==> src/rtl/core/tsrt_pkg.sv <==
// Package for the time-sorted record table: sizes, codes and payload types.
package tsrt_pkg;

    localparam int CAPACITY = 64;
    localparam int CNT_W    = $clog2(CAPACITY + 1);
    localparam int POS_W    = 6;
    localparam int CMP_W    = (CNT_W > POS_W) ? CNT_W : POS_W;

    localparam logic [1:0] OP_INSERT = 2'd0;
    localparam logic [1:0] OP_DELETE = 2'd1;
    localparam logic [1:0] OP_READ   = 2'd2;

    localparam logic [2:0] ST_INSERTED  = 3'd0;
    localparam logic [2:0] ST_DELETED   = 3'd1;
    localparam logic [2:0] ST_NOT_FOUND = 3'd2;
    localparam logic [2:0] ST_FULL      = 3'd3;
    localparam logic [2:0] ST_READ_OK   = 3'd4;
    localparam logic [2:0] ST_BAD_POS   = 3'd5;

    typedef struct packed {
        logic [1:0]  op;
        logic [15:0] carrier_code;
        logic [13:0] trip_number;
        logic [23:0] origin_code;
        logic [13:0] start_time;
        logic [23:0] dest_code;
        logic [5:0]  position;
    } t_in;

    typedef struct packed {
        logic [2:0]  status;
        logic [6:0]  fill_count;
        logic [15:0] rd_carrier;
        logic [13:0] rd_trip;
        logic [23:0] rd_origin;
        logic [13:0] rd_time;
        logic [23:0] rd_dest;
    } t_out;

    typedef struct packed {
        logic [15:0] carrier_code;
        logic [13:0] trip_number;
        logic [23:0] origin_code;
        logic [13:0] start_time;
        logic [23:0] dest_code;
    } t_rec;

    typedef enum logic [1:0] {
        CELL_HOLD = 2'd0,
        CELL_LOAD = 2'd1,
        CELL_PREV = 2'd2,
        CELL_NEXT = 2'd3
    } t_cell_mode;

    typedef struct packed {
        t_cell_mode  mode;
        logic        slot_valid;
        logic [13:0] cmp_time;
        logic [15:0] cmp_carrier;
        logic [13:0] cmp_trip;
    } t_cell_cmd;

    typedef struct packed {
        logic after;
        logic match;
    } t_cell_flags;

endpackage

==> src/rtl/core/tsrt_cell.sv <==
// One table slot: holds a record, compares it with the request and moves it along the row.
module tsrt_cell
    import tsrt_pkg::*;
(
    input  logic        i_clk,
    input  t_cell_cmd   i_cmd,
    input  t_rec        i_new,
    input  t_rec        i_prev,
    input  t_rec        i_next,
    output t_rec        o_rec,
    output t_cell_flags o_flags
);

    t_rec r_rec;
    t_rec n_rec;

    always_comb begin
        n_rec = r_rec;
        unique case (i_cmd.mode)
            CELL_HOLD: n_rec = r_rec;
            CELL_LOAD: n_rec = i_new;
            CELL_PREV: n_rec = i_prev;
            CELL_NEXT: n_rec = i_next;
            default:   n_rec = r_rec;
        endcase
    end

    always_ff @(posedge i_clk) begin
        r_rec <= n_rec;
    end

    // An empty slot counts as lying after any new time, so an insert lands at the end.
    assign o_flags.after = !i_cmd.slot_valid || (r_rec.start_time > i_cmd.cmp_time);
    assign o_flags.match = i_cmd.slot_valid && (r_rec.carrier_code == i_cmd.cmp_carrier)
                           && (r_rec.trip_number == i_cmd.cmp_trip);
    assign o_rec = r_rec;

endmodule
==> config.mk <==
export PLATFORM = sky130hd
export DESIGN_NAME = tsrt_cell
export DESIGN_NICKNAME = d
export VERILOG_FILES = /design/src/rtl/core/tsrt_pkg.sv /design/src/rtl/core/tsrt_cell.sv
export SDC_FILE = /design/constraint.sdc
export NUM_CORES = 1
export LEC_CHECK = 0
export ABC_AREA = 1
export BUFFER_PORTS_ARGS = -buffer_cell sky130_fd_sc_hd__clkbuf_2
export CAP_MARGIN = 5
export CORE_AREA = 5 5 161 163
export DETAILED_ROUTE_END_ITERATION = 10
export DIE_AREA = 0 0 166 168
export SLEW_MARGIN = 20
export SYNTH_ARGS = -nofsm -noshare
export SYNTH_HDL_FRONTEND = slang
export SYNTH_SLANG_ARGS = --single-unit
==> constraint.sdc <==
create_clock -name i_clk -period 3.2 [get_ports i_clk]
set_clock_uncertainty 0.05 [all_clocks]
set_input_delay 0.64 -clock i_clk [delete_from_list [all_inputs] [get_ports i_clk]]
set_output_delay 0.64 -clock i_clk [all_outputs]
set_load 0.05 [all_outputs]
==> metrics.md <==
| Metric | Value |
|---|---|
| Setup violation total in the final timing report | `0` |
| Fin. max-slew vios | `0` |
| Met2 wire len | `10.72 mm` |
| Initial antenna violation count | `0` |
| Final Critical Period | `2756 ps` |
| DRT Wirelength | `22.27 mm` |
| Layout Cells excl Fill | `1423` |
| Max-cap violations | `0` |
| Core ar. | `24180 um2` |
| Worst slew pin tran | `1007 ps` |
| Antenna diodes | `0` |
| # resized after CTS | `0` |
| Net count, final | `1432` |
| Internal power | `0.002637 W` |
| End of the critical path | `o_flags[1]` |
| CP Cell Sequence | `ha_1, nand2_1, nor2_1, inv_2, nor2_1, nand2_1, nand2_1, nand2_1, nand2_1, clkbuf_2` |
| Ports | `418` |
| Status | `complete, no violations` |
| Placed Cells | `1407` |
| Gpl congestion | `0.9049` |
| Die Y | `168 um` |
| FMAX | `362.9 MHz` |
| Wire length on met1 | `9.259 mm` |
| Highest Signal Layer | `met4` |
| Critical Path Slowest Stage Cell | `edfxtp_1` |
| Net Sw Power | `0.001495 W` |
| Pwr Total | `0.004132 W` |
| Vias in the first global route | `6101` |
| Critical Path AT | `2070 ps` |
| First-pass GRT wire length | `33.60 mm` |
| Largest net degree at the start of global routing | `94` |
| Initial DRC count | `315` |
| Routed WL per cell | `15.65 um` |
| Post-route ant nets | `0` |
| Sequential area share after synthesis | `0.5032` |
| VDD IR-drop max | `0.2783 mV` |
| Number of flip-flops in the largest register | `92` |
| CP bufs+invs | `2` |
| Die area | `27890 um2` |
| Mapped cell area | `5490 um2` |
| Core Util, Final | `0.3405` |
| Gate Count Post-Synth | `699` |
| Worst hold path class | `in2reg` |
| Cell depth of the worst setup path | `10` |
| Critical path's largest stage delay | `430 ps` |
| Cell Pwr Density | `502.0 nW/um2` |
| Crit Path Class | `reg2out` |
| Top delay family on crit path | `simple AND/OR/NAND/NOR gates` |
| Clock buffer count from CTS | `9` |
| Final global-route overflow total | `0` |
| Switch share | `0.3618` |
| Tot GR Track Use | `0.1514` |
| Synth warn | `0` |
| Clk root buf | `clkbuf_16` |
| Htree depth | `3` |
| RSZ-0062 raised after global routing | `no` |
| Drt pass-1 iters | `5` |
| Max clock buf depth | `2` |
| Setup TNS | `0 ps` |
| Reg clk slew, reported paths | `80 ps` |
| Row count | `57` |
| Hold-fix buffers, CTS | `0` |
| Syn-to-layout area delta | `49.93%` |
| Critical Path Fanout Max | `2` |
| Clk pwr share | `0.308` |
| Die width | `166 um` |
| Post-CTS setup buffer count | `0` |
| TritonCTS clock tree | `yes` |
| Layout cells sized above 1 | `0.4040` |
| I/O Buffers | `417` |
| DRC violations left | `0` |
| Worst setup startpoint | `o_rec[37]` |
| Slew headroom | `0.3287` |
| Critical path endpoint category | `output pin` |
| Crit start category | `flip-flop` |
| Synthesized area per cell | `7.854 um2` |
| Final hold vios | `0` |
| Pleak | `4.345 nW` |
| CP required | `2510 ps` |
| Logic pwr share | `0.310` |
| Cell mode on critical path | `nand2_1` |
| Count of state elements after synthesis | `92` |
| # clock sinks | `92` |
| Vias per cell | `4.356` |
| Unique masters post-synth | `18` |
| Met3 WL | `1.734 mm` |
| Flop pwr share | `0.382` |
| Initial core utilization | `0.2271` |
| Mapped Nets | `1037` |
| Tcrit/Tclk final | `0.8612` |
| Via Count | `6198` |
| DP HPWL | `17.84 mm` |
## layout make-up
class / instances / area (um2)
flip-flops and latches: 92 / 2763
fillers: 2560 / 15950
clock buffers: 9 / 225.2
multi-input cells: 512 / 2341
clock inverters: 7 / 120.1
inverters: 55 / 207.7
well taps: 324 / 405.4
repair buffers: 424 / 2170
## worst min path at each step
stage               startpoint         to  cells past startpoint
detailed placement  i_prev[43]  o_rec[43]                      3
finish              i_prev[43]  o_rec[43]                      3
global placement    i_prev[19]  o_rec[19]                      3
CTS                 i_prev[43]  o_rec[43]                      3
floorplan            i_prev[0]   o_rec[0]                      2
global route         i_prev[0]   o_rec[0]                      3
## Yosys cell counts (all sizes together)
| cell | instances | area [um2] |
|---|---|---|
| a21oi | 4 | 20.02 |
| buf | 26 | 135.1 |
| clkbuf | 14 | 52.55 |
| edfxtp | 92 | 2763 |
| ha | 14 | 175.2 |
| inv | 55 | 206.5 |
| nand2 | 254 | 953.4 |
| nand3 | 187 | 935.9 |
| nand4 | 1 | 6.260 |
| nor2 | 32 | 122.6 |
| o21ai | 14 | 70.06 |
| or2 | 1 | 6.260 |
| xnor2 | 3 | 26.28 |
| xor2 | 2 | 17.52 |
## power groups by stage
stage	combinational, W	sequential [W]	clock (W)
2_1_floorplan	0.000319	0.00210	0
3_3_place_gp	0.00129	0.00160	0
3_5_place_dp	0.00129	0.00161	0
4_1_cts	0.00130	0.00158	0.00132
5_1_grt	0.00138	0.00160	0.00136
6_report	0.00128	0.00158	0.00127
## cell usage in the layout, fill, tap and decap left out
cell	Yosys	routed
inv_6	0	2
clkinv_2	0	1
nor2_4	0	1
nand3_1	187	187
inv_2	3	2
clkinv_4	0	1
o21ai_0	7	7
o21ai_1	7	7
inv_1	52	52
nor2_1	31	31
ha_1	14	14
clkbuf_2	0	415
a21oi_1	4	4
buf_12	0	2
bufinv_16	0	3
clkbuf_16	0	9
xor2_1	2	2
or2_4	0	1
edfxtp_1	92	92
buf_4	2	7
clkinv_1	0	1
nand4_1	1	1
xnor2_1	3	3
nand2_1	254	254
## cells by family (layout without fill, tap and decap cells)
family	count (synthesis)	after routing	share of synthesized area
flops	92	92	0.5032
compound gates	18	18	0.01641
buf+inv	95	495	0.07179
xor+xnor	5	5	0.007978
fa+ha+maj	14	14	0.03191
simple gates	475	475	0.3687
## metal layers
layer,track usage,up-vias
li1,-,3110
met1,0.1880,2774
met2,0.2553,282
met3,0.04455,32
met4,0.04627,0
met5,0,-
## stage by stage
step | setup WS, ps | instance area [um2] | hold WS, ps
global route | 252.0 | 8232 | 507.4
global placement | 477.0 | 7886 | 867.1
CTS | 394.4 | 8232 | 494.4
finish | 444.2 | 8232 | 511.9
detailed placement | 468.8 | 7886 | 870.5
floorplan | 684.0 | 5490 | 779.6
(Power assumes the default switching activity.)
